`src/hdl/oilp_ram.sv`:
```
// ----------------------------------------------------------------------------
// oilp_ram
// Generic simple dual-port RAM, one write and one registered read port.
// ----------------------------------------------------------------------------
module oilp_ram #(
  parameter int WIDTH = 8,
  parameter int DEPTH = 256
) (
  input  logic                     clk_i,
  input  logic                     we_i,
  input  logic [$clog2(DEPTH)-1:0] waddr_i,
  input  logic [WIDTH-1:0]         wdata_i,
  input  logic [$clog2(DEPTH)-1:0] raddr_i,
  output logic [WIDTH-1:0]         rdata_o
);

  logic [WIDTH-1:0] mem_q [DEPTH];

  always_ff @(posedge clk_i) begin
    if (we_i) begin
      mem_q[waddr_i] <= wdata_i;
    end
    rdata_o <= mem_q[raddr_i];
  end

endmodule

```
`config.mk`:
```
export PLATFORM = sky130hd
export DESIGN_NAME = oilp_ram
export DESIGN_NICKNAME = d
export VERILOG_FILES = /design/src/hdl/oilp_ram.sv
export SDC_FILE = /design/constraint.sdc
export NUM_CORES = 2
export LEC_CHECK = 0
export BUFFER_PORTS_ARGS = -buffer_cell sky130_fd_sc_hd__buf_2
export CORE_ASPECT_RATIO = 0.5
export CORE_MARGIN = 5
export CORE_UTILIZATION = 45
export DETAILED_ROUTE_END_ITERATION = 16
export GPL_TIMING_DRIVEN = 0
export PLACE_DENSITY_LB_ADDON = 0.1
export SYNTH_ARGS = -nofsm -noshare
export SYNTH_HDL_FRONTEND = slang
export SYNTH_SLANG_ARGS = --single-unit
```
`constraint.sdc`:
```
create_clock -name clk_i -period 3.4 [get_ports clk_i]
set_input_delay 0.34 -clock clk_i [delete_from_list [all_inputs] [get_ports clk_i]]
set_output_delay 0.34 -clock clk_i [all_outputs]
set_load 0.01 [all_outputs]
```
==> metrics.txt <==
CTS tree=done; DR WL/cell=approximately 40 um; Layout area overhead=12.0%; Hold Crit Start=wdata_i[7]; clock sinks=2056; Fmax=285 MHz; Netlist cell types=55; most used cell, CP=buf_2; Clk Latency, worst-skew pair=between 0.8 and 0.9 ns; register area share after synthesis=77.5%; Die Height=between 300 and 400 um; Hold Vio Cnt, Final=0; Worst setup EP type=flop; Async SR Flop Fraction=0%; Pleak=27.2 nW; Final Total Pwr=between 0.05 and 0.06 W; Worst slew margin=3.21%; CP max-delay cell=a221oi_2; DR WL met2=111000 um; worst-path cell chain=buf_2 -> buf_4 -> buf_2 -> buf_2 -> mux4_2 -> a221oi_2 -> o32ai_1 -> nor3_1 -> nor4_2; # IOs=34; Clock Skew=around 0.032 ns; post-route setup slack=-0.115 ns; top_reg_cell synth=edfxtp_1; r2r worst-path depth=6; DR vias/cell=6.44; H-tree level count=4; Layout Nets=3998; Num CTS Buffers=189; critical register-to-register path endpoint=rdata_o[3]; pin count of the biggest net entering global routing=155; Post-Place Cells=6163; root buffer cell=clkbuf_16; Worst-Margin Slew=1.45 ns; synthesized flop and latch total=just over 2000; area of the mapped netlist=0.0796 sq mm; status=complete, but fails checks; Place WS=-1.81 ns; Worst setup SP type=input port; worst path required time=~4 ns; Slew Limit Fails=0; PortBufs=26; CTS clk-pin slew, worst paths=around 0.06 ns; post-route setup TNS=-0.347 ns; met3 WL=30700 um; Final period util=103%; die area=0.186 sq mm; Mean Syn Cell Area=21.3 sq um; Post-Syn Nets=3759; DRT iter0 DRCs=6573; Peak supply drop=between 0.4 and 0.5 mV; initial antenna violation count=23; min Tclk post-route=3.51 ns; vias in the first global route=40200; Top Metal Used=met5; Hold Path End=mem_q[107][7]; layout cells sized above 1=22.6%; GP Congestion=slightly above 0.9; max cap viols=0; Data arrival, critical path=4.17 ns; GRT Residual Overflow=0; Slowest Stage Delay on Critical Path=0.84 ns; Synth warnings=0; DP HPWL=171000 um; Post-synth EDFFs=2048; Vias=41800; first-pass GRT wire length=345000 um; worst hold-check path type=in2reg; crit-path max FO=10; Initial Utilization=45.2%; Syn Inst Count=3733; floorplan core area=0.176 sq mm; RSZ-0062 raised after global routing=no; GR Util All Layers=27.5%; final WL=roughly 260000 um; fin cells=6492; critical setup path kind=in2reg; die width=approximately 600 um; post-route ant nets=0; Pwr Density=577 mW/mm^2; 1st-pass router iterations=6; failing checks=setup timing; DR DRC count=0; CTS max path bufs=4; Rows=109; setup slack, reg-to-reg=0.03 ns; final setup vio count=9; hold depth=1; WL met1=108000 um; Worst R2R Start=mem_q[83][3]
logic make-up (layout without fill, tap and decap cells):
family                 count (synthesis)  count (layout)  synth area share (%)
AOI/OAI and AO/OA                    385             385                  3.42
other                                  0               4                     0
and+or+nand+nor                      466             466                  2.63
muxes                                591             591                  14.6
DFF                                 2056            2056                  77.5
buffers and inverters                235             604                  1.83
routing by layer:
| layer | vias to the layer above | global-route usage [%] |
|---|---|---|
| li1 | 16200 | - |
| met1 | 22800 | 41.9 |
| met2 | 2454 | 39.2 |
| met3 | 358 | 7.93 |
| met4 | 2 | 7.01 |
| met5 | - | 0 |
where the power goes:
| group | internal [W] | switching [W] | total (W) |
|---|---|---|---|
| Combinational | 0.000926 | 0.00221 | 0.00313 |
| Clock | 0.0110 | 0.00931 | 0.0203 |
| Sequential | 0.0279 | 0.0000150 | 0.0279 |
| Total | 0.0398 | 0.0115 | 0.0514 |
cell usage after synthesis, types with 10 or more instances:
library cell | count | area share (%)
edfxtp_1 | 2048 | 77
mux4_2 | 454 | 13
nor2_1 | 282 | 1.3
mux2i_1 | 134 | 1.7
a22oi_1 | 133 | 1.3
clkbuf_1 | 111 | 0.52
a21oi_1 | 96 | 0.60
o221ai_1 | 46 | 0.51
nand3_1 | 34 | 0.21
nand2_1 | 33 | 0.16
buf_2 | 31 | 0.20
nor2b_1 | 31 | 0.24
o22ai_1 | 28 | 0.22
buf_4 | 27 | 0.25
nor4_1 | 24 | 0.19
buf_1 | 22 | 0.10
nor3_1 | 22 | 0.14
buf_6 | 21 | 0.30
a211oi_1 | 16 | 0.15
a221oi_1 | 13 | 0.14
buf_8 | 13 | 0.25
nand4_1 | 10 | 0.079
o211ai_1 | 10 | 0.094
o21ai_0 | 10 | 0.063
layout make-up:
cell class,instances,area (sq um)
tap,2386,2990
multi-input combinational,1442,16600
timing repair buffer,49,651
sequential,2056,61700
buffer,232,1580
fill,14200,87100
clock buffer,239,4980
clock inverter,82,603
inverter,2,7.51
antenna,4,10.0
timing repair:
| item | 4_1_cts | 5_1_grt |
|---|---|---|
| gates resized for setup | 68 | 8 |
| pin swaps | 1 | 0 |
| hold endpoints to repair | 70 | 0 |
| setup endpoints to repair | 8 | 6 |
| buffers inserted | 2 | 0 |
| hold buffers | 2 | 0 |
critical path, delay by kind of cell:
family	cells	cell delay [ns]
mux	1	0.43
simple gates	2	0.83
buf+inv	4	1.24
compound gates	2	1.29
per-stage QoR:
step	cell area [sq um]	utilization, %	hold slack [ns]
6_report	89100	50.6	0.0151
5_1_grt	89100	50.6	0.0279
4_1_cts	89100	50.6	0.00492
3_5_place_dp	83200	47.2	0.699
3_3_place_gp	82700	46.9	0.740
2_1_floorplan	79600	-	0.439
flip-flops by register name (all words and copies together), names as in the netlist:
signal   cells
mem_q     2048
rdata_o      8
how the worst max path moves through the flow:
stage	start	end
2_1_floorplan	raddr_i[0]	rdata_o[2]
3_3_place_gp	raddr_i[3]	rdata_o[3]
3_5_place_dp	raddr_i[1]	rdata_o[4]
4_1_cts	raddr_i[2]	rdata_o[5]
5_1_grt	raddr_i[1]	rdata_o[3]
6_report	raddr_i[1]	rdata_o[3]
cell usage in the layout (no fill, tap or decap), types with 46 or more instances in the layout:
cell       Yosys  final
buf_2         31     48
nor2_1       282    281
o221ai_1      46     46
a21oi_1       96     96
a22oi_1      133    133
edfxtp_1    2048   2048
mux4_2       454    454
clkbuf_1     111    110
clkbuf_16      0    192
mux2i_1      134    134
clkbuf_2       0     48
No activity file was read; power rests on OpenSTA's default activity.
