File: src/hdl/oilp_pkg.sv
// ----------------------------------------------------------------------------
// oilp_pkg
// Types, constants and helpers shared by the oil-paint mode filter.
// ----------------------------------------------------------------------------
package oilp_pkg;

  localparam int GRAY_LEVELS = 256;
  localparam int GRAY_W      = 8;
  localparam int COL_W       = 12;
  localparam int ROW_W       = 10;
  localparam int HEIGHT_MAX  = 1024;
  localparam int RAD_W       = 3;
  localparam int SLOT_W      = 4;
  localparam int RESULT_CAP  = 64;
  localparam int CNT_W       = 7;
  localparam int CFG_IDX_W   = 2;
  localparam int CFG_DATA_W  = 11;
  localparam int JOBQ_DEPTH  = 4;

  typedef enum logic [CFG_IDX_W-1:0] {
    REG_RADIUS = 2'd0,
    REG_WIDTH  = 2'd1,
    REG_HEIGHT = 2'd2
  } cfg_reg_e;

  // effective (clamped) frame settings
  typedef struct packed {
    logic [RAD_W-1:0] radius;
    logic [COL_W:0]   width;
    logic [ROW_W:0]   height;
  } frame_cfg_t;

  typedef struct packed {
    logic [COL_W-1:0]  x;
    logic [ROW_W-1:0]  y;
    logic [SLOT_W-1:0] slot;
    logic              last;
    logic              done;
  } job_t;

  typedef enum logic {
    F_IDLE,
    F_EMIT
  } front_state_e;

  typedef enum logic [1:0] {
    B_IDLE,
    B_SCAN,
    B_FLUSH,
    B_HOLD
  } back_state_e;

  function automatic logic [GRAY_W-1:0] gray_of(input logic [31:0] p);
    logic [12:0] sum;
    sum = 13'(p[23:16]) * 13'd11 + 13'(p[15:8]) * 13'd16 + 13'(p[7:0]) * 13'd5;
    return sum[12:5];
  endfunction

  // last input position a window needs is at or before the arrived one
  function automatic logic need_ok(input logic [COL_W-1:0] x,
                                   input logic [ROW_W-1:0] y,
                                   input logic [RAD_W-1:0] r,
                                   input logic [COL_W:0]   wm1,
                                   input logic [ROW_W:0]   hm1,
                                   input logic [COL_W-1:0] ac,
                                   input logic [ROW_W-1:0] ar);
    logic [COL_W:0] cx;
    logic [ROW_W:0] ry;
    cx = {1'b0, x} + (COL_W+1)'(r);
    if (cx > wm1) cx = wm1;
    ry = {1'b0, y} + (ROW_W+1)'(r);
    if (ry > hm1) ry = hm1;
    return (ry < {1'b0, ar}) || ((ry == {1'b0, ar}) && (cx <= {1'b0, ac}));
  endfunction

endpackage

File: src/hdl/oilp_job_fifo.sv
// ----------------------------------------------------------------------------
// oilp_job_fifo
// Short queue of output jobs between the front and back ends.
// ----------------------------------------------------------------------------
module oilp_job_fifo (
  input  logic           clk_i,
  input  logic           rst_ni,
  input  logic           flush_i,
  input  logic           push_i,
  input  oilp_pkg::job_t data_i,
  input  logic           pop_i,
  output oilp_pkg::job_t data_o,
  output logic           full_o,
  output logic           empty_o
);
  import oilp_pkg::*;

  localparam int PW = $clog2(JOBQ_DEPTH);

  job_t          mem_q [JOBQ_DEPTH];
  logic [PW-1:0] wp_q, wp_d, rp_q, rp_d;
  logic [PW:0]   cnt_q, cnt_d;

  assign full_o  = (cnt_q == (PW+1)'(JOBQ_DEPTH));
  assign empty_o = (cnt_q == '0);
  assign data_o  = mem_q[rp_q];

  always_comb begin
    wp_d  = wp_q;
    rp_d  = rp_q;
    cnt_d = cnt_q;
    if (flush_i) begin
      wp_d  = '0;
      rp_d  = '0;
      cnt_d = '0;
    end else begin
      if (push_i) wp_d = (wp_q == PW'(JOBQ_DEPTH-1)) ? '0 : wp_q + PW'(1);
      if (pop_i)  rp_d = (rp_q == PW'(JOBQ_DEPTH-1)) ? '0 : rp_q + PW'(1);
      if (push_i && !pop_i) cnt_d = cnt_q + (PW+1)'(1);
      if (!push_i && pop_i) cnt_d = cnt_q - (PW+1)'(1);
    end
  end

  always_ff @(posedge clk_i or negedge rst_ni) begin
    if (!rst_ni) begin
      wp_q  <= '0;
      rp_q  <= '0;
      cnt_q <= '0;
    end else begin
      wp_q  <= wp_d;
      rp_q  <= rp_d;
      cnt_q <= cnt_d;
    end
  end

  always_ff @(posedge clk_i) begin
    if (push_i) mem_q[wp_q] <= data_i;
  end

endmodule

File: config.mk
export PLATFORM = sky130hd
export DESIGN_NAME = oilp_job_fifo
export DESIGN_NICKNAME = d
export VERILOG_FILES = /design/src/hdl/oilp_pkg.sv /design/src/hdl/oilp_job_fifo.sv
export SDC_FILE = /design/constraint.sdc
export NUM_CORES = 1
export LEC_CHECK = 0
export BUFFER_PORTS_ARGS = -buffer_cell sky130_fd_sc_hd__buf_4
export CAP_MARGIN = 10
export CORE_MARGIN = 2
export CORE_UTILIZATION = 35
export CTS_CLUSTER_DIAMETER = 200
export DETAILED_ROUTE_END_ITERATION = 16
export GPL_TIMING_DRIVEN = 0
export PLACE_DENSITY_LB_ADDON = 0.05
export SETUP_SLACK_MARGIN = 0.05
export SYNTH_ARGS = -nofsm -noshare
export SYNTH_HDL_FRONTEND = slang
export SYNTH_SLANG_ARGS = --single-unit
File: constraint.sdc
create_clock -name clk_i -period 3.8 [get_ports clk_i]
set_input_delay 0.19 -clock clk_i [delete_from_list [all_inputs] [get_ports clk_i]]
set_output_delay 0.19 -clock clk_i [all_outputs]
set_load 0.02 [all_outputs]
==> results of run 1 <==
==> tightest hold or removal path, delay by kind of cell <==
| kind | cells | cell delay [ns] |
|---|---|---|
| buf+inv | 1 | 0.13 |
| xor+xnor | 1 | 0.06 |
| simple gates | 1 | 0.07 |
==> metal layers <==
metal | vias to the layer above | GRT usage, %
met4 | 0 | 4.71
met2 | 50 | 21.1
met1 | 1107 | 15.0
met3 | 8 | 5.82
met5 | - | 0
li1 | 995 | -
==> metrics by stage <==
| step | hold slack [ns] | power (mW) | util [%] | cells |
|---|---|---|---|---|
| global placement | 0.0186 | 1.93 | 41.1 | 420 |
| finish | 0.0981 | 3.46 | 48.0 | 482 |
| global route | 0.134 | 3.60 | 48.0 | 482 |
| floorplan | -0.106 | 1.77 | - | 187 |
| detailed placement | 0.0181 | 1.93 | 41.1 | 420 |
| CTS | 0.00340 | 3.51 | 48.0 | 481 |
==> cell usage in the layout (no fill, tap or decap), drive strengths merged, types with 4 or more instances in the layout <==
master	instances
edfxtp	112
ha	4
dfrtp	7
buf	68
nor2	6
clkinv	6
mux4	28
clkbuf	21
dlygate4sd3	30
and2	4
==> cells by family after synthesis <==
family,share of synthesized area (%)
flops,78.8
mux,14.5
simple gates,2.43
buf+inv,1.42
xor+xnor,1.14
fa+ha+maj,1.56
compound gates,0.111
==> power groups by stage <==
| stage | sequential (mW) | clock, mW | combinational [mW] |
|---|---|---|---|
| finish | 1.53 | 1.53 | 0.396 |
| global route | 1.53 | 1.63 | 0.431 |
| CTS | 1.53 | 1.57 | 0.406 |
| detailed placement | 1.55 | 0 | 0.382 |
| global placement | 1.55 | 0 | 0.379 |
| floorplan | 1.55 | 0 | 0.223 |
==> layout make-up <==
cell class,count,share of cell area (%)
multi-input combinational,59,14.8
clock buffer,21,7.29
timing repair buffer,91,12.6
inverter,2,0.124
buffer,7,0.932
clock inverter,11,2.18
sequential,119,58.6
tap,172,3.56
==> what timing repair did <==
item / in CTS / in global routing
hold buffers: 29 / 1
setup buffers: 0 / 0
hold endpoints to repair: 119 / 1
==> worst paths after layout <==
kind,startpoint,end,cells after the start,slack [ns]
worst max-delay path,rp_q[1],data_o[9],4,1.82
max in group asynchronous,rst_ni,rp_q[1],2,3.53
min in group asynchronous,rst_ni,wp_q[0],2,0.14
worst min-delay path,pop_i,rp_q[0],3,0.1
worst max register to register,wp_q[0],mem_q[0][20],3,2.06
worst min register to register,wp_q[0],wp_q[0],2,0.60
==> state kept, by name, indices dropped and copies added, names as in the netlist <==
register  count
cnt_q         3
rp_q          2
wp_q          2
mem_q       112
==> results.yml, run 1 <==
run_status:
  status: "finished, final reports clean"
worst_setup_path:
  required_ns: 3.61
  crit_family: "buffers and inverters"
  cpPeakStageDelay_ns: 0.34
  critical_path.endpoint_type: "output pin"
  start_kind: "register"
  cp.arrival_ns: 1.79
  path_class: "reg -> out"
  slowest_stage: "mux4_2"
  crit_top_cell: "buf_4"
  crit_buf_inv: 3
  worst-path-max-fanout: 10
  worstPathCellList: "buf_2, buf_4, mux4_2, buf_4"
timing:
  finalWorstSetupSlack_ns: 1.82
  fin_crit_sh_pct: 52.1
  timing.fmax_mhz: 505
  finClkSkew_ns: 0.00601
  min_period_ns: 1.98
  setup_viol: 0
  drv_slew: 0
  relSlewSlack_pct: 44.9
  worst_pin_slew_ns: 0.826
  hold_viol: 0
  rsz0062_at_grt: "false"
  timing.setup.tns_ns: 0
power:
  ir_worst_vdd_uv: 320
  leakagePower_nw: 2.13
  p_switching_uw: 739
  clockPowerShare_pct: 44.4
  p_int_mw: 2.72
  p_per_area_nw_per_um2: 573
  comb_power_share_pct: 11.5
  p_sw_share_pct: 21.4
  seq_power_share_pct: 44.2
synth:
  yosysMostFrequentCell: "edfxtp_1"
  ys_seq_area_share_pct: 78.8
  synth_nets: 225
  yosys.area.top_type: "edfxtp_1"
  syn_inst: 187
  syn_area_um2: 4490
  syn_area_per_cell_um2: 24.0
  synth_seq_cells: 119
  yosys-top-cells-area: "edfxtp_1 75%, mux4_2 14%, dfrtp_1 3.9%, ha_1 1.1%, buf_6 0.75%"
  yosysWarningCount: 0
  async_flop_share_pct: 5.88
  synth_edf_count: 112
  synth_commonest_cells: "112 x edfxtp_1, 28 x mux4_2, 7 x dfrtp_1"
  synth_top_area_share_pct: 74.9
  ys_types: 22
  ys.flop_type: "edfxtp_1"
final_layout:
  area_growth_pct: 34.5
  final_nets: 335
  fillers: 1086
  drive_above_1_share_pct: 41.3
  n_antenna_cell: 0
  multiInputGateArea_um2: 891
  seq_area_um2: 3540
  fin_area_um2: 6040
clocking:
  clockBufferDepth: 2
  htree_levels: 4
  cts_root_buf: "clkbuf_16"
  cts.sinks: 119
  cts_tree: "built"
  clk_pin_slew_ns: 0.05
  post_cts_resized: 0
  cts_buffers: 17
  clk_latency_ns: 0.40
placement:
  globalplace.congestion: 0.639
  dp_hpwl_mm: 4.59
  pre_cts_ws_ns: 2.00
  portBuffers: 61
  placed_area_um2: 5170
route:
  vias_per_cell: 4.48
  wl_met1_mm: 3.39
  antenna_left: 0
  dr.pass1.iters: 4
  drt_wl_total_mm: 8.02
  vias: 2160
  drc: 0
  drt-wirelength-per-cell_um: 16.6
  top_layer: "met4"
  dr_wl_met2_mm: 4.13
  wl_met3_um: 414
  drt_iter0_markers: 85
die:
  rows: 41
  fp.dieArea_um2: 13700
  core-area_um2: 12600
  die_h_um: 117
  dieWidth_um: 117
  design.portCount: 63
  start_util_pct: 35.7
global_routing:
  antenna_found_initial: 0
  first_global_vias: 2233
  grt_pass1_wl_mm: 12.2
  grt_usage_pct: 12.9
  grt_max_degree: 29
  overflow: 0
job:
  drv_cap: 0
worst_hold_path:
  min_path_type: "in -> reg"
No activity file was read; power rests on OpenSTA's default activity.
==> run 2: changes to the inputs <==
==> constraint.sdc (replaced) <==
create_clock -name clk_i -period 2.04 [get_ports clk_i]
set_input_delay 0.102 -clock clk_i [delete_from_list [all_inputs] [get_ports clk_i]]
set_output_delay 0.102 -clock clk_i [all_outputs]
set_load 0.02 [all_outputs]
==> results.yml, run 2 (same netlist as run 1, synthesis figures left out) <==
run_status:
  status: "finished, final reports clean"
timing:
  hold_ws_ns: 0.0515
  min_period_ns: 1.90
  timing.setup.tns_ns: 0
  setup_viol: 0
  rsz0062_at_grt: "false"
  relSlewSlack_pct: 44.9
  worst_pin_slew_ns: 0.827
  timing.fmax_mhz: 527
  fin_crit_sh_pct: 93.1
  finClkSkew_ns: 0.00689
  drv_slew: 0
  finalWorstSetupSlack_ns: 0.141
  hold_viol: 0
power:
  leakagePower_nw: 2.13
  comb_power_share_pct: 11.5
  p_sw_share_pct: 21.4
  clockPowerShare_pct: 44.4
  ir_worst_vdd_uv: 596
  seq_power_share_pct: 44.1
  p_switching_mw: 1.38
  power_mw: 6.44
  p_int_mw: 5.07
  p_per_area_nw_per_um2: 1070
final_layout:
  fin_area_um2: 6050
  drive_above_1_share_pct: 41.2
  mostFrequentLayoutCells: "112 x edfxtp_1, 62 x buf_4, 31 x dlygate4sd3_1, 28 x mux4_2, 17 x clkbuf_16"
  mostFrequentLayoutCell: "edfxtp_1"
  final_util_pct: 48.1
  n_antenna_cell: 0
  final_nets: 336
  fillers: 1086
  reg_top3: "mem_q x112, cnt_q x3"
  largest-register: "mem_q"
  largest_reg_flops: 112
  area_growth_pct: 34.8
  finalNonFillerCells: 483
global_routing:
  grt_max_degree: 29
  overflow: 0
  first_global_vias: 2233
  grt_usage_pct: 12.9
  grt_pass1_wl_mm: 12.2
  antenna_found_initial: 0
die:
  design.portCount: 63
  start_util_pct: 35.7
  rows: 41
  core-area_um2: 12600
  dieWidth_um: 117
  die_h_um: 117
  fp.dieArea_um2: 13700
route:
  drt_iter0_markers: 82
  drc: 0
  drt_wl_total_mm: 8.04
  drt-wirelength-per-cell_um: 16.6
  dr.pass1.iters: 4
  vias: 2163
  vias_per_cell: 4.48
  antenna_left: 0
worst_setup_path:
  r2r_slack_ns: 0.30
  critical_path.endpoint_type: "output pin"
  cp.arrival_ns: 1.80
  required_ns: 1.94
  worst-path-max-fanout: 10
  path_class: "reg -> out"
  reg2reg_from: "wp_q[0]"
  r2r_cells: 3
  start_kind: "register"
  r2r-end: "mem_q[0][9]"
clocking:
  cts_buffers: 17
  cts_root_buf: "clkbuf_16"
  cts.sinks: 119
  post_cts_resized: 0
  clk_latency_ns: 0.40
  clk_pin_slew_ns: 0.05
  clockBufferDepth: 2
  cts_tree: "built"
  hold_buffers: 31
  htree_levels: 4
  cts_setup_buffers: 0
placement:
  portBuffers: 61
  dp_hpwl_mm: 4.59
  dpl.cell_count: 420
  globalplace.congestion: 0.639
  pre_cts_ws_ns: 0.242
  placed_area_um2: 5170
worst_hold_path:
  min_path_type: "in -> async"
job:
  drv_cap: 0
==> run 2: cell count changes in the layout (fill, tap and decap cells not counted), sizes merged <==
cell / change
dlygate4sd3: +1
==> run 2: final cells by class <==
| type | instances | area (um2) | area share (%) |
|---|---|---|---|
| buffer | 7 | 56.3 | 0.931 |
| clock buffer | 21 | 440 | 7.28 |
| clock inverter | 11 | 131 | 2.17 |
| inverter | 2 | 7.51 | 0.124 |
| multi-input combinational | 59 | 891 | 14.7 |
| sequential | 119 | 3540 | 58.5 |
| tap | 172 | 215 | 3.56 |
| timing repair buffer | 92 | 768 | 12.7 |
==> run 2: how the worst max path moves through the flow <==
stage	depth (start not counted)	from	endpoint	slack, ns
floorplan	3	wp_q[0]	mem_q[2][0]	0.33
finish	4	rp_q[1]	data_o[9]	0.14
global route	4	rp_q[1]	data_o[8]	0.06
detailed placement	3	wp_q[0]	mem_q[0][7]	0.24
global placement	3	wp_q[0]	mem_q[0][7]	-0.35
CTS	4	rp_q[1]	data_o[17]	0.1
==> run 2: critical path: stages (launching register included) <==
cell and delay, ns:
dfrtp_1 0.33, buf_2 0.27, buf_4 0.28, mux4_2 0.35, buf_4 0.18
==> run 2: power groups by stage <==
stage	Combinational (mW)	Clock (mW)	Sequential [mW]
2_1_floorplan	0.416	0	2.88
3_3_place_gp	0.705	0	2.89
3_5_place_dp	0.711	0	2.89
4_1_cts	0.760	2.93	2.85
5_1_grt	0.804	3.04	2.85
6_report	0.739	2.86	2.84
==> run 2: layer usage <==
layer	global-route usage, %	routed length, um	part of all wire, %	vias up
li1	-	-	-	998
met1	15.0	3410	42	1107
met2	21.1	4120	51	49
met3	5.82	411	5.1	9
met4	4.71	95	1.2	0
met5	0	0	0	-
==> run 3: changes to the inputs <==
--- a/config.mk
+++ b/config.mk
@@ -5,15 +5,16 @@
 export SDC_FILE = /design/constraint.sdc
 export NUM_CORES = 1
 export LEC_CHECK = 0
-export BUFFER_PORTS_ARGS = -buffer_cell sky130_fd_sc_hd__buf_4
+export BUFFER_PORTS_ARGS = -buffer_cell sky130_fd_sc_hd__buf_2
 export CAP_MARGIN = 10
 export CORE_MARGIN = 2
 export CORE_UTILIZATION = 35
 export CTS_CLUSTER_DIAMETER = 200
 export DETAILED_ROUTE_END_ITERATION = 16
 export GPL_TIMING_DRIVEN = 0
-export PLACE_DENSITY_LB_ADDON = 0.05
+export PLACE_DENSITY_LB_ADDON = 0.12
 export SETUP_SLACK_MARGIN = 0.05
+export SKIP_CTS_REPAIR_TIMING = 1
 export SYNTH_ARGS = -nofsm -noshare
 export SYNTH_HDL_FRONTEND = slang
 export SYNTH_SLANG_ARGS = --single-unit
==> results.yml, run 3 (same netlist as run 1, synthesis figures left out) <==
run_status:
  status: "finished, final reports clean"
clocking:
  cts_buffers: 17
  clk_pin_slew_ns: 0.05
  clockBufferDepth: 2
  cts_root_buf: "clkbuf_16"
  htree_levels: 4
  clk_latency_ns: 0.41
  cts_tree: "built"
  cts.sinks: 119
worst_setup_path:
  startpoint: "rp_q[0]"
  worst-path-max-fanout: 10
  reg2reg_from: "wp_q[0]"
  required_ns: 1.94
  cp.arrival_ns: 1.74
  cpPeakStageDelay_ns: 0.53
  slowest_stage: "mux4_2"
  path_class: "reg -> out"
  worstPathCellList: "buf_6, mux4_2, buf_2"
  critical_path.endpoint_type: "output pin"
  crit_family: "multiplexers"
  crit_buf_inv: 2
  start_kind: "register"
final_layout:
  reg_top3: "mem_q x112, cnt_q x3"
  fin_area_um2: 5880
  finalNonFillerCells: 481
  fillers: 1095
  multiInputGateArea_um2: 891
  largest_reg_flops: 112
  area_growth_pct: 31.1
  largest-register: "mem_q"
  n_antenna_cell: 0
  seq_area_um2: 3540
  drive_above_1_share_pct: 41.4
  mostFrequentLayoutCells: "112 x edfxtp_1, 63 x buf_2, 30 x dlygate4sd3_1, 28 x mux4_2, 17 x clkbuf_16"
  mostFrequentLayoutCell: "edfxtp_1"
  final_nets: 335
die:
  rows: 41
  design.portCount: 63
  die_h_um: 117
  dieWidth_um: 117
  start_util_pct: 35.7
  core-area_um2: 12600
  fp.dieArea_um2: 13700
route:
  dr.pass1.iters: 7
  drt-wirelength-per-cell_um: 16.8
  vias: 2196
  drc: 0
  drt_wl_total_mm: 8.10
  antenna_left: 0
  vias_per_cell: 4.57
  drt_iter0_markers: 125
timing:
  timing.fmax_mhz: 544
  setup_viol: 0
  relSlewSlack_pct: 42.9
  drv_slew: 0
  fin_crit_sh_pct: 90.1
  hold_viol: 0
  rsz0062_at_grt: "false"
  min_period_ns: 1.84
  finClkSkew_ns: 0.00535
  worst_pin_slew_ns: 0.857
placement:
  portBuffers: 61
  dp_hpwl_mm: 4.63
  globalplace.congestion: 0.679
  dpl.cell_count: 420
  placed_area_um2: 5010
power:
  leakagePower_nw: 2.08
  p_per_area_nw_per_um2: 1080
  ir_worst_vdd_uv: 501
global_routing:
  grt_max_degree: 29
  grt_pass1_wl_mm: 12.4
  overflow: 0
  grt_usage_pct: 12.9
  first_global_vias: 2230
  antenna_found_initial: 0
worst_hold_path:
  min_path_type: "in -> async"
job:
  drv_cap: 0
[run 3: cell types whose count changed in the layout (fill, tap and decap cells not counted), sizes merged]
cell,previous run,this run
dlygate4sd3,31,30
clkinv,6,10
clkbuf,21,18
buf,68,67
clkinvlp,2,1
[run 3: layer usage]
metal	routed length, um	up-vias	part of all wire (%)	global-route usage, %
met2	3930	51	49	19.5
li1	-	996	-	-
met4	188	0	2.3	6.59
met3	328	19	4.0	4.79
met1	3650	1130	45	16.3
met5	0	-	0	0
[run 3: metrics by stage]
stage / hold slack (ns) / power (mW) / setup WS [ns] / TNS (ns) / utilization [%]
6_report: 0.0600 / 6.36 / 0.202 / 0 / 46.8
5_1_grt: 0.0722 / 6.60 / 0.104 / 0 / 46.8
4_1_cts: -0.487 / 6.39 / 0.109 / 0 / 44.4
3_5_place_dp: -0.0455 / 3.53 / 0.237 / 0 / 39.9
3_3_place_gp: -0.0505 / 3.52 / -0.287 / -29.09 / 39.9
2_1_floorplan: -0.194 / 3.30 / 0.330 / 0 / -
[run 3: worst register-to-register path, delay by kind of cell (launching register included)]
family,cells,cell delay [ns]
DFF,1,0.42
adders and majority gates,1,0.14
and+or+nand+nor,1,0.71
buffers and inverters,1,0.10
[run 3: final cells by class]
cell class,count,area share (%)
flip-flops and latches,119,60.2
multi-input cells,59,15.1
repair buffers,91,10.3
clock buffers,17,7.23
well taps,172,3.66
clock inverters,14,2.38
plain buffers,7,1.00
inverters,2,0.128
[run 3: path summary, 6_finish.rpt]
kind	slack [ns]	cells past startpoint	endpoint
min in group clk_i	0.06	3	rp_q[0]
min reg2reg	0.59	2	wp_q[1]
max	0.20	3	data_o[18]
max in group asynchronous	1.81	2	wp_q[0]
max reg2reg	0.29	3	mem_q[0][17]
min	0.06	2	cnt_q[0]
[run 3: report_power, final]
part           internal [mW]  switching (mW)  total [mW]
clock                   1.87           0.977        2.85
sequential              2.81          0.0366        2.84
combinational          0.296           0.370       0.666
total                   4.97            1.38        6.36
