`src/hdl/oilp_pkg.sv`:
```
// ----------------------------------------------------------------------------
// oilp_pkg
// Types, constants and helpers shared by the oil-paint mode filter.
// ----------------------------------------------------------------------------
package oilp_pkg;

  localparam int GRAY_LEVELS = 256;
  localparam int GRAY_W      = 8;
  localparam int COL_W       = 12;
  localparam int ROW_W       = 10;
  localparam int HEIGHT_MAX  = 1024;
  localparam int RAD_W       = 3;
  localparam int SLOT_W      = 4;
  localparam int RESULT_CAP  = 64;
  localparam int CNT_W       = 7;
  localparam int CFG_IDX_W   = 2;
  localparam int CFG_DATA_W  = 11;
  localparam int JOBQ_DEPTH  = 4;

  typedef enum logic [CFG_IDX_W-1:0] {
    REG_RADIUS = 2'd0,
    REG_WIDTH  = 2'd1,
    REG_HEIGHT = 2'd2
  } cfg_reg_e;

  // effective (clamped) frame settings
  typedef struct packed {
    logic [RAD_W-1:0] radius;
    logic [COL_W:0]   width;
    logic [ROW_W:0]   height;
  } frame_cfg_t;

  typedef struct packed {
    logic [COL_W-1:0]  x;
    logic [ROW_W-1:0]  y;
    logic [SLOT_W-1:0] slot;
    logic              last;
    logic              done;
  } job_t;

  typedef enum logic {
    F_IDLE,
    F_EMIT
  } front_state_e;

  typedef enum logic [1:0] {
    B_IDLE,
    B_SCAN,
    B_FLUSH,
    B_HOLD
  } back_state_e;

  function automatic logic [GRAY_W-1:0] gray_of(input logic [31:0] p);
    logic [12:0] sum;
    sum = 13'(p[23:16]) * 13'd11 + 13'(p[15:8]) * 13'd16 + 13'(p[7:0]) * 13'd5;
    return sum[12:5];
  endfunction

  // last input position a window needs is at or before the arrived one
  function automatic logic need_ok(input logic [COL_W-1:0] x,
                                   input logic [ROW_W-1:0] y,
                                   input logic [RAD_W-1:0] r,
                                   input logic [COL_W:0]   wm1,
                                   input logic [ROW_W:0]   hm1,
                                   input logic [COL_W-1:0] ac,
                                   input logic [ROW_W-1:0] ar);
    logic [COL_W:0] cx;
    logic [ROW_W:0] ry;
    cx = {1'b0, x} + (COL_W+1)'(r);
    if (cx > wm1) cx = wm1;
    ry = {1'b0, y} + (ROW_W+1)'(r);
    if (ry > hm1) ry = hm1;
    return (ry < {1'b0, ar}) || ((ry == {1'b0, ar}) && (cx <= {1'b0, ac}));
  endfunction

endpackage

```
`src/hdl/oilp_in_if.sv`:
```
// ----------------------------------------------------------------------------
// oilp_in_if
// Input pixel channel, valid/ready.
// ----------------------------------------------------------------------------
interface oilp_in_if;
  logic        valid;
  logic        ready;
  logic [31:0] pixel_argb;

  modport source (output valid, output pixel_argb, input ready);
  modport sink   (input valid, input pixel_argb, output ready);
endinterface

```
`src/hdl/oilp_front.sv`:
```
// ----------------------------------------------------------------------------
// oilp_front
// Takes input pixels into the line store and queues the outputs they release.
// ----------------------------------------------------------------------------
module oilp_front #(
  parameter int MAX_WIDTH  = 1024,
  parameter int MAX_RADIUS = 7
) (
  input  logic                    clk_i,
  input  logic                    rst_ni,
  oilp_in_if.sink                 pix,
  input  oilp_pkg::frame_cfg_t    cfg_i,
  input  logic                    restart_i,
  input  logic                    back_idle_i,
  input  logic                    q_full_i,
  input  logic                    q_empty_i,
  output logic                    push_o,
  output oilp_pkg::job_t          job_o,
  output logic                    ls_we_o,
  output logic [$clog2((2*MAX_RADIUS+1)*MAX_WIDTH)-1:0] ls_waddr_o,
  output logic [31:0]             ls_wdata_o
);
  import oilp_pkg::*;

  localparam int ROW_SLOTS = 2*MAX_RADIUS + 1;
  localparam int LS_AW     = $clog2(ROW_SLOTS*MAX_WIDTH);

  front_state_e      state_q, state_d;
  logic [COL_W-1:0]  in_col_q, in_col_d, out_x_q, out_x_d, ar_col_q, ar_col_d;
  logic [ROW_W-1:0]  in_row_q, in_row_d, out_y_q, out_y_d, ar_row_q, ar_row_d;
  logic [SLOT_W-1:0] in_slot_q, in_slot_d, out_slot_q, out_slot_d;
  logic              in_done_q, in_done_d;
  logic [CNT_W-1:0]  cnt_q, cnt_d;

  logic [COL_W:0]    w_m1;
  logic [ROW_W:0]    h_m1;
  logic              accept, x_last, is_done, q_cur, q_next;
  logic [COL_W-1:0]  nx;
  logic [ROW_W-1:0]  ny;
  logic [SLOT_W-1:0] nslot;

  assign w_m1   = cfg_i.width - (COL_W+1)'(1);
  assign h_m1   = cfg_i.height - (ROW_W+1)'(1);
  assign accept = pix.valid && pix.ready;

  assign x_last  = ({1'b0, out_x_q} == w_m1);
  assign is_done = x_last && ({1'b0, out_y_q} == h_m1);
  assign nx      = x_last ? '0 : out_x_q + COL_W'(1);
  assign ny      = x_last ? out_y_q + ROW_W'(1) : out_y_q;
  assign nslot   = !x_last ? out_slot_q :
                   (out_slot_q == SLOT_W'(ROW_SLOTS-1)) ? '0 : out_slot_q + SLOT_W'(1);

  assign q_cur  = (cnt_q < CNT_W'(RESULT_CAP)) &&
                  need_ok(out_x_q, out_y_q, cfg_i.radius, w_m1, h_m1, ar_col_q, ar_row_q);
  assign q_next = !is_done && ((cnt_q + CNT_W'(1)) < CNT_W'(RESULT_CAP)) &&
                  need_ok(nx, ny, cfg_i.radius, w_m1, h_m1, ar_col_q, ar_row_q);

  // next state
  always_comb begin
    state_d = state_q;
    unique case (state_q)
      F_IDLE: if (accept) state_d = F_EMIT;
      F_EMIT: begin
        if (!q_cur || (push_o && is_done)) state_d = F_IDLE;
      end
      default: state_d = F_IDLE;
    endcase
    if (restart_i) state_d = F_IDLE;
  end

  // outputs
  always_comb begin
    pix.ready  = (state_q == F_IDLE) && q_empty_i && back_idle_i;
    push_o     = (state_q == F_EMIT) && q_cur && !q_full_i;
    job_o      = '{x: out_x_q, y: out_y_q, slot: out_slot_q, last: !q_next, done: is_done};
    ls_we_o    = accept && !in_done_q;
    ls_waddr_o = LS_AW'(in_slot_q) * LS_AW'(MAX_WIDTH) + LS_AW'(in_col_q);
    ls_wdata_o = pix.pixel_argb;
  end

  // positions
  always_comb begin
    in_col_d   = in_col_q;
    in_row_d   = in_row_q;
    in_slot_d  = in_slot_q;
    in_done_d  = in_done_q;
    out_x_d    = out_x_q;
    out_y_d    = out_y_q;
    out_slot_d = out_slot_q;
    ar_col_d   = ar_col_q;
    ar_row_d   = ar_row_q;
    cnt_d      = cnt_q;
    if (restart_i) begin
      in_col_d   = '0;
      in_row_d   = '0;
      in_slot_d  = '0;
      in_done_d  = 1'b0;
      out_x_d    = '0;
      out_y_d    = '0;
      out_slot_d = '0;
    end else if (accept) begin
      cnt_d = '0;
      if (!in_done_q) begin
        ar_col_d = in_col_q;
        ar_row_d = in_row_q;
        if ({1'b0, in_col_q} == w_m1) begin
          in_col_d = '0;
          if ({1'b0, in_row_q} == h_m1) begin
            in_row_d  = '0;
            in_slot_d = '0;
            in_done_d = 1'b1;
          end else begin
            in_row_d  = in_row_q + ROW_W'(1);
            in_slot_d = (in_slot_q == SLOT_W'(ROW_SLOTS-1)) ? '0 : in_slot_q + SLOT_W'(1);
          end
        end else begin
          in_col_d = in_col_q + COL_W'(1);
        end
      end else begin
        ar_col_d = w_m1[COL_W-1:0];
        ar_row_d = h_m1[ROW_W-1:0];
      end
    end else if (push_o) begin
      cnt_d = cnt_q + CNT_W'(1);
      if (is_done) begin
        out_x_d    = '0;
        out_y_d    = '0;
        out_slot_d = '0;
        in_done_d  = 1'b0;
      end else begin
        out_x_d    = nx;
        out_y_d    = ny;
        out_slot_d = nslot;
      end
    end
  end

  always_ff @(posedge clk_i or negedge rst_ni) begin
    if (!rst_ni) begin
      state_q    <= F_IDLE;
      in_col_q   <= '0;
      in_row_q   <= '0;
      in_slot_q  <= '0;
      in_done_q  <= 1'b0;
      out_x_q    <= '0;
      out_y_q    <= '0;
      out_slot_q <= '0;
      ar_col_q   <= '0;
      ar_row_q   <= '0;
      cnt_q      <= '0;
    end else begin
      state_q    <= state_d;
      in_col_q   <= in_col_d;
      in_row_q   <= in_row_d;
      in_slot_q  <= in_slot_d;
      in_done_q  <= in_done_d;
      out_x_q    <= out_x_d;
      out_y_q    <= out_y_d;
      out_slot_q <= out_slot_d;
      ar_col_q   <= ar_col_d;
      ar_row_q   <= ar_row_d;
      cnt_q      <= cnt_d;
    end
  end

  a_done_after_frame: assert property (@(posedge clk_i) disable iff (!rst_ni)
    push_o && job_o.done |-> in_done_q)
    else $error("frame done queued before whole frame arrived");

  a_cap: assert property (@(posedge clk_i) disable iff (!rst_ni)
    cnt_q <= CNT_W'(RESULT_CAP))
    else $error("burst count above cap");

endmodule

```
`src/flat_wrapper.sv`:
```
// flat-port wrapper written by rule: the top's interface ports become plain ports
module oilp_front_flat import oilp_pkg::*;
#(
  parameter int MAX_WIDTH  = 1024,
  parameter int MAX_RADIUS = 7
)
  (clk_i, rst_ni, cfg_i, restart_i, back_idle_i, q_full_i, q_empty_i, push_o, job_o, ls_we_o, ls_waddr_o, ls_wdata_o, pix_valid, pix_pixel_argb, pix_ready);
  oilp_in_if pix_i ();
  input  logic clk_i;
  input  logic rst_ni;
  input  oilp_pkg::frame_cfg_t cfg_i;
  input  logic restart_i;
  input  logic back_idle_i;
  input  logic q_full_i;
  input  logic q_empty_i;
  output logic push_o;
  output oilp_pkg::job_t job_o;
  output logic ls_we_o;
  output logic [$clog2((2*MAX_RADIUS+1)*MAX_WIDTH)-1:0] ls_waddr_o;
  output logic [31:0] ls_wdata_o;
  input wire logic [$bits(pix_i.valid)-1:0] pix_valid;
  input wire logic [$bits(pix_i.pixel_argb)-1:0] pix_pixel_argb;
  output wire logic [$bits(pix_i.ready)-1:0] pix_ready;
  assign pix_i.valid = pix_valid;
  assign pix_i.pixel_argb = pix_pixel_argb;
  assign pix_ready = pix_i.ready;
  oilp_front #(.MAX_WIDTH(MAX_WIDTH), .MAX_RADIUS(MAX_RADIUS)) u_core (.clk_i(clk_i), .rst_ni(rst_ni), .pix(pix_i), .cfg_i(cfg_i), .restart_i(restart_i), .back_idle_i(back_idle_i), .q_full_i(q_full_i), .q_empty_i(q_empty_i), .push_o(push_o), .job_o(job_o), .ls_we_o(ls_we_o), .ls_waddr_o(ls_waddr_o), .ls_wdata_o(ls_wdata_o));
endmodule
```
`config.mk`:
```
export PLATFORM = sky130hd
export DESIGN_NAME = oilp_front_flat
export DESIGN_NICKNAME = d
export VERILOG_FILES = /design/src/hdl/oilp_pkg.sv /design/src/hdl/oilp_in_if.sv /design/src/hdl/oilp_front.sv /design/src/flat_wrapper.sv
export SDC_FILE = /design/constraint.sdc
export NUM_CORES = 1
export LEC_CHECK = 0
export ABC_AREA = 0
export BUFFER_PORTS_ARGS = -buffer_cell sky130_fd_sc_hd__buf_2
export CAP_MARGIN = 20
export CELL_PAD_IN_SITES_DETAIL_PLACEMENT = 1
export CELL_PAD_IN_SITES_GLOBAL_PLACEMENT = 2
export CORE_ASPECT_RATIO = 2
export CORE_MARGIN = 2
export CORE_UTILIZATION = 35
export CTS_BUF_LIST = sky130_fd_sc_hd__clkbuf_4
export DETAILED_ROUTE_END_ITERATION = 10
export GPL_TIMING_DRIVEN = 1
export PLACE_DENSITY = 0.79
export SKIP_LAST_GASP = 1
export SLEW_MARGIN = 20
export SYNTH_ARGS = -nofsm -noshare
export SYNTH_HDL_FRONTEND = slang
export SYNTH_SLANG_ARGS = --single-unit
export TNS_END_PERCENT = 5
```
`constraint.sdc`:
```
create_clock -name clk_i -period 11.8 [get_ports clk_i]
set_input_delay 0.59 -clock clk_i [delete_from_list [all_inputs] [get_ports clk_i]]
set_output_delay 0.59 -clock clk_i [all_outputs]
set_load 0.005 [all_outputs]
```
==> results.toml, run 1 <==
[status]
status = "complete, no violations"

[sta]
rsz0062_at_grt = "no"
slew_headroom_pct = 33.8
setup_tns_ps = 0
finalMaxSlewViolations = 0
tightest_slew_ps = 984
min_period_ps = 9960
final-hold-violation-count = 0
setup_viol = 0
finalCritPeriodShare_pct = 84.4
max_freq_ghz = 0.100
skew_ps = 23.8
hold_slack_ps = 356

[clock_tree]
ctsHoldBuffers = 1
clock_path_buffers = 2
clock_sinks = 83
cts_tree = "built"
root_buffer = "clkbuf_4"
cts_setup_buffers = 0
cts_max_level = 3
numCtsBuffers = 9
cts_resized = 0
clk_pin_slew_ps = 160
clk_latency_ps = 510

[pwr]
leakage_uw = 0.00474
p_switching_uw = 269
p_clk_share_pct = 25.6
power_frac_seq_pct = 45.1
p_per_area_nw_per_um2 = 65.3
p_int_uw = 427
vdd_drop_max_uv = 51.8
switching_share_pct = 38.6
comb_power_share_pct = 29.2

[placement]
dp.final_hpwl_um = 29100
portBuffers = 78
dpl_cell_area_sq_um = 10500
place_congestion = 0.943
dp_cells = 1642

[global_route]
grt_pass1_vias = 10222
grt_overflow = 0
antenna_found_initial = 2
grt_max_degree = 47
track_usage_pct = 24.7
grt_pass1_wl_um = 56600

[routing]
wl_per_cell_um = 21.6
dr.first_iter.drc_count = 353
drc = 0
routed_via_density = 5.76
wl_um = 36000
vias = 9563
drt_first_pass_iters = 4
ant_nets = 0

[critical_path]
critPathSlowestCell = "or3_1"
endpoint_kind = "output pin"
cpPeakStageDelay_ps = 670
cp.arrival_ps = 9370
cpMostUsedCell = "ha_1"
cp_max_fo = 18
crit_path_start_kind = "primary input"
crit_family = "simple AND/OR/NAND/NOR gates"
path_buf_inv = 3
crit_type = "primary input to output pin"
worst_ep_required_time_ps = 11210

[final_layout]
area_delta_synth_final_pct = 6.27
nNetsFinal = 1485
finalNonFillerCells = 1661
layout-drive-gt1-share_pct = 11.1
fin_area_sq_um = 10600

[die]
rows = 87
coreArea_sq_um = 28200
initial_utilization_pct = 35.5
io_pins = 143
fp.dieW_um = 124
die_h_um = 243
dieArea_sq_um = 30100

[logic_synthesis]
synthTopCellsByArea = "dfrtp_1, ha_1, xnor2_1, o21ai_0, xor2_1"
synth_edf_count = 0
async_flop_share_pct = 100
yosysTopAreaCell = "dfrtp_1"
synthesis.area_per_instance_sq_um = 7.77
yosysMostFrequentCell = "nand2_1"
synth_top_area_share_pct = 20.7
synth_common_cells = "nand2_1, ha_1, o21ai_0"
synth_nets = 1477
netlist_area_sq_um = 10000
ys_warn_count = 0
yosys_register_bits = 83
synthCells = 1290
ys_seq_area_share_pct = 20.7
ys.flop_type = "dfrtp_1"
synth.distinct_cells = 75

[job]
maxCapViolations = 0

[worst_hold_path]
hold_class = "primary input to flip-flop"
==> sequential cells by signal (all words and copies together), names as in the netlist <==
name               count
u_core.ar_col_q       12
u_core.in_col_q       12
u_core.out_x_q        12
u_core.ar_row_q       10
u_core.in_row_q       10
u_core.out_y_q        10
u_core.cnt_q           7
u_core.in_slot_q       4
u_core.out_slot_q      4
u_core.in_done_q       1
u_core.state_q         1
==> kinds of logic (layout without fill, tap and decap cells) <==
logic type / Yosys count / in the layout / synth area share, %
AND/OR/NAND/NOR: 470 / 470 / 24.3
AO/OA/AOI/OAI: 299 / 299 / 18.1
buffers and inverters: 170 / 183 / 8.12
XOR/XNOR: 126 / 126 / 11.1
adder cells (fa/ha/maj): 123 / 123 / 15.7
flip-flops: 83 / 83 / 20.7
multiplexers: 19 / 19 / 1.90
other: 0 / 2 / 0
==> metal layers <==
layer / GRT usage [%] / vias up / routed length (um)
met5: 0 / - / 0
met4: 16.3 / 0 / 2640
met3: 2.25 / 93 / 825
met2: 47.2 / 175 / 19900
met1: 24.2 / 4755 / 12600
li1: - / 4540 / -
==> power by group through the flow <==
stage | sequential (uW) | combinational, uW | clock (uW)
2_1_floorplan | 312 | 138 | 0
3_3_place_gp | 319 | 197 | 0
3_5_place_dp | 320 | 203 | 0
4_1_cts | 314 | 204 | 189
5_1_grt | 316 | 229 | 194
6_report | 314 | 203 | 178
==> worst reg2reg max path, stage by stage, from the launching register on <==
cell       delay (ps)
dfrtp_1           620
ha_1              310
a21o_1            180
a21oi_1           280
or2_2             240
nor2_1             70
xor2_1            600
ha_1              260
and4_1            180
nand3_1           120
a211o_1           240
a31oi_1           290
nor2_1            150
nor2_1            340
buf_4             270
nor2_1             70
a21oi_1           140
ha_1              270
a2111oi_0         410
nand2_1           130
o21ai_0           280
o2111ai_1         310
a211oi_1          780
or4b_2            640
a21oi_1           160
==> area by class of cell <==
type | count | area (sq um)
timing repair buffer | 108 | 621
inverter | 59 | 221
tap | 356 | 445
clock inverter | 7 | 70.1
clock buffer | 9 | 67.6
antenna | 2 | 5.00
sequential | 83 | 2080
fill | 3449 | 17500
multi-input combinational | 1037 | 7140
==> cells in the final DEF (no fill, tap or decap), types with 30 or more instances in the layout <==
master	n
inv_1	59
ha_1	116
dfrtp_1	83
buf_4	30
xor2_1	55
nand2b_1	30
a21oi_1	76
nand4_1	32
xnor2_1	70
nand3_1	38
nand2_1	124
o21ai_0	107
buf_2	77
nor2_1	85
==> worst paths after layout <==
path,from,endpoint,slack [ps],cells after the start
setup reg to reg,u_core.out_x_q[1]$_DFFE_PN0P_,u_core.cnt_q[5]$_DFFE_PN0P_,4390,24
max in group asynchronous,rst_ni,u_core.out_y_q[5]$_DFFE_PN0P_,10170,3
setup / recovery,cfg_i[11],job_o[1],1840,38
min in group asynchronous,rst_ni,u_core.in_row_q[2]$_DFFE_PN0P_,570,2
hold / removal,pix_valid,u_core.in_done_q$_DFFE_PN0P_,360,3
hold reg to reg,u_core.cnt_q[4]$_DFFE_PN0P_,u_core.cnt_q[4]$_DFFE_PN0P_,500,1
==> per-stage QoR <==
| stage | setup WS (ps) | utilization [%] | total power (uW) |
|---|---|---|---|
| 3_5_place_dp | 1920 | 37.2 | 523 |
| 4_1_cts | 1900 | 37.7 | 707 |
| 3_3_place_gp | 2170 | 37.2 | 516 |
| 6_report | 1840 | 37.8 | 696 |
| 2_1_floorplan | 2800 | - | 450 |
| 5_1_grt | 1210 | 37.7 | 739 |
(Power assumes the default switching activity.)
==> inputs of run 2 (changes only) <==
Settings changed: ABC_AREA 0 to 1, CORE_UTILIZATION 35 to 30, PLACE_DENSITY 0.79 to 0.75.
Clock period 11.8 ns to 9.13 ns, I/O delays scaled along.
==> results.toml, run 2 <==
[logic_synthesis]
synthesis.area_per_instance_sq_um = 6.71
yosys_register_bits = 83
ys.flop_type = "dfrtp_1"
ys_seq_area_share_pct = 20.2
synthTopCellsByArea = "dfrtp_1, nand2_1, ha_1, inv_1, xor2_1"
ys_warn_count = 0
synthCells = 1533
synth_top_area_share_pct = 20.2
synth_edf_count = 0
synth_common_cells = "nand2_1, inv_1, nor2_1"
synth.distinct_cells = 56
async_flop_share_pct = 100
synth_nets = 1720
yosysTopAreaCell = "dfrtp_1"
netlist_area_sq_um = 10300
yosysMostFrequentCell = "nand2_1"

[clock_tree]
numCtsBuffers = 9
ctsHoldBuffers = 1
cts_setup_buffers = 0
clock_path_buffers = 2
cts_tree = "built"
cts_max_level = 3
clock_sinks = 83
cts_resized = 0
root_buffer = "clkbuf_4"
clk_latency_ps = 500
clk_pin_slew_ps = 170

[final_layout]
area_delta_synth_final_pct = 6.82
final_common_cell = "nand2_1"
nNetsFinal = 1744
final_cell_mix = "nand2_1, inv_1, nor2_1, o21ai_0, ha_1"
layout-drive-gt1-share_pct = 11.9
post-route-util_pct = 32.3
reg_top3 = "u_core.ar_col_q x12, u_core.in_col_q x12, u_core.out_x_q x12"

[global_route]
grt_max_degree = 58
antenna_found_initial = 1
grt_pass1_vias = 10871
track_usage_pct = 22.3
grt_pass1_wl_um = 61400
grt_overflow = 0

[critical_path]
critPathSlowestCell = "dfrtp_1"
endpoint_kind = "output pin"
cpPeakStageDelay_ps = 660
crit_path_start_kind = "flip-flop"
cp_max_fo = 18
cp.arrival_ps = 7700
worst_ep_required_time_ps = 8670
cpMostUsedCell = "nand2_1"
crit_type = "flip-flop to output pin"

[die]
initial_utilization_pct = 30.3
io_pins = 143
fp.dieW_um = 135
die_h_um = 266
rows = 96
dieArea_sq_um = 35900
coreArea_sq_um = 34000

[routing]
ant_nets = 0
dr.first_iter.drc_count = 402
routed_via_density = 5.16
drc = 0
vias = 10351
drt_first_pass_iters = 4
wl_um = 39600
wl_per_cell_um = 19.7

[placement]
dp.final_hpwl_um = 32400
place_congestion = 0.909
portBuffers = 78

[sta]
hold_slack_ps = 371
max_freq_ghz = 0.123
tightest_slew_ps = 957
skew_ps = 30.4
finalCritPeriodShare_pct = 89.3
rsz0062_at_grt = "no"
min_period_ps = 8150
slew_headroom_pct = 35.9
finalMaxSlewViolations = 0
final-hold-violation-count = 0
setup_viol = 0
setup_tns_ps = 0

[pwr]
vdd_drop_max_uv = 74.0
leakage_uw = 0.00554
p_per_area_nw_per_um2 = 89.3

[job]
maxCapViolations = 0

[worst_hold_path]
hold_class = "primary input to flip-flop"

[status]
status = "complete, no violations"
run 2: changes by cell type in the layout (fill, tap and decap cells not counted), sizes merged, moves of 23 or more:
cell    change
nand2     +291
inv       +126
nand3      +61
xnor2      -61
nor2       +51
nand2b     -30
nor2b      -28
buf        -23
run 2: final cells by class:
cell class,count,area (sq um)
clock buffer,10,75.1
clock inverter,6,63.8
inverter,190,713
sequential,83,2080
fill,4428,23000
antenna,2,5.00
timing repair buffer,85,448
tap,441,552
multi-input combinational,1188,7050
run 2: metrics by stage:
| step | total power, uW | cells | setup WS (ps) | instance area (sq um) |
|---|---|---|---|---|
| 3_3_place_gp | 738 | 1986 | 1300 | 10800 |
| 6_report | 981 | 2005 | 976 | 11000 |
| 2_1_floorplan | 638 | 1533 | 2870 | 10300 |
| 3_5_place_dp | 750 | 1986 | 1020 | 10800 |
| 4_1_cts | 995 | 2003 | 1000 | 11000 |
| 5_1_grt | 1050 | 2005 | 374 | 11000 |
run 2: where the power goes:
part | leakage [uW] | internal, uW | switching (uW) | total [uW]
clock | 0.0000728 | 86.5 | 154 | 240
sequential | 0.00113 | 394 | 28.0 | 422
combinational | 0.00433 | 106 | 213 | 319
total | 0.00554 | 586 | 395 | 981
run 2: final timing paths:
check | startpoint | to | slack [ps] | cells after the start
setup / recovery | u_core.out_x_q[0]$_DFFE_PN0P_ | job_o[1] | 980 | 39
hold / removal | q_full_i | u_core.cnt_q[3]$_DFFE_PN0P_ | 370 | 4
setup reg to reg | u_core.out_x_q[0]$_DFFE_PN0P_ | u_core.out_x_q[11]$_DFFE_PN0P_ | 2270 | 31
hold reg to reg | u_core.cnt_q[6]$_DFFE_PN0P_ | u_core.cnt_q[6]$_DFFE_PN0P_ | 570 | 2
max in group asynchronous | rst_ni | u_core.ar_row_q[0]$_DFFE_PN0P_ | 7560 | 3
min in group asynchronous | rst_ni | u_core.ar_col_q[5]$_DFFE_PN0P_ | 410 | 2
run 2: per-layer routing:
layer	up-vias	track usage (%)	wire, um
met5	-	0	0
met4	0	9.73	1830
met3	66	2.66	1030
met2	207	38.9	19500
met1	5031	27.2	17200
li1	5047	-	-
run 2: critical path, delay by kind of cell, from the launching register on:
family                   cells  cell delay, ps
XOR/XNOR                     1             290
adder cells (fa/ha/maj)      4            1250
AO/OA/AOI/OAI                9            1610
flip-flops                   1             660
buffers and inverters        3             310
AND/OR/NAND/NOR             22            3050
run 2: cell families (layout without fill, tap and decap cells):
logic type	after synthesis	after routing	share of synthesized area, %
compound gates	235	235	12.7
xor+xnor	80	80	7.03
fa+ha+maj	121	121	15.1
buf+inv	262	291	11.3
flops	83	83	20.2
other cells	0	2	0
simple gates	752	752	33.7
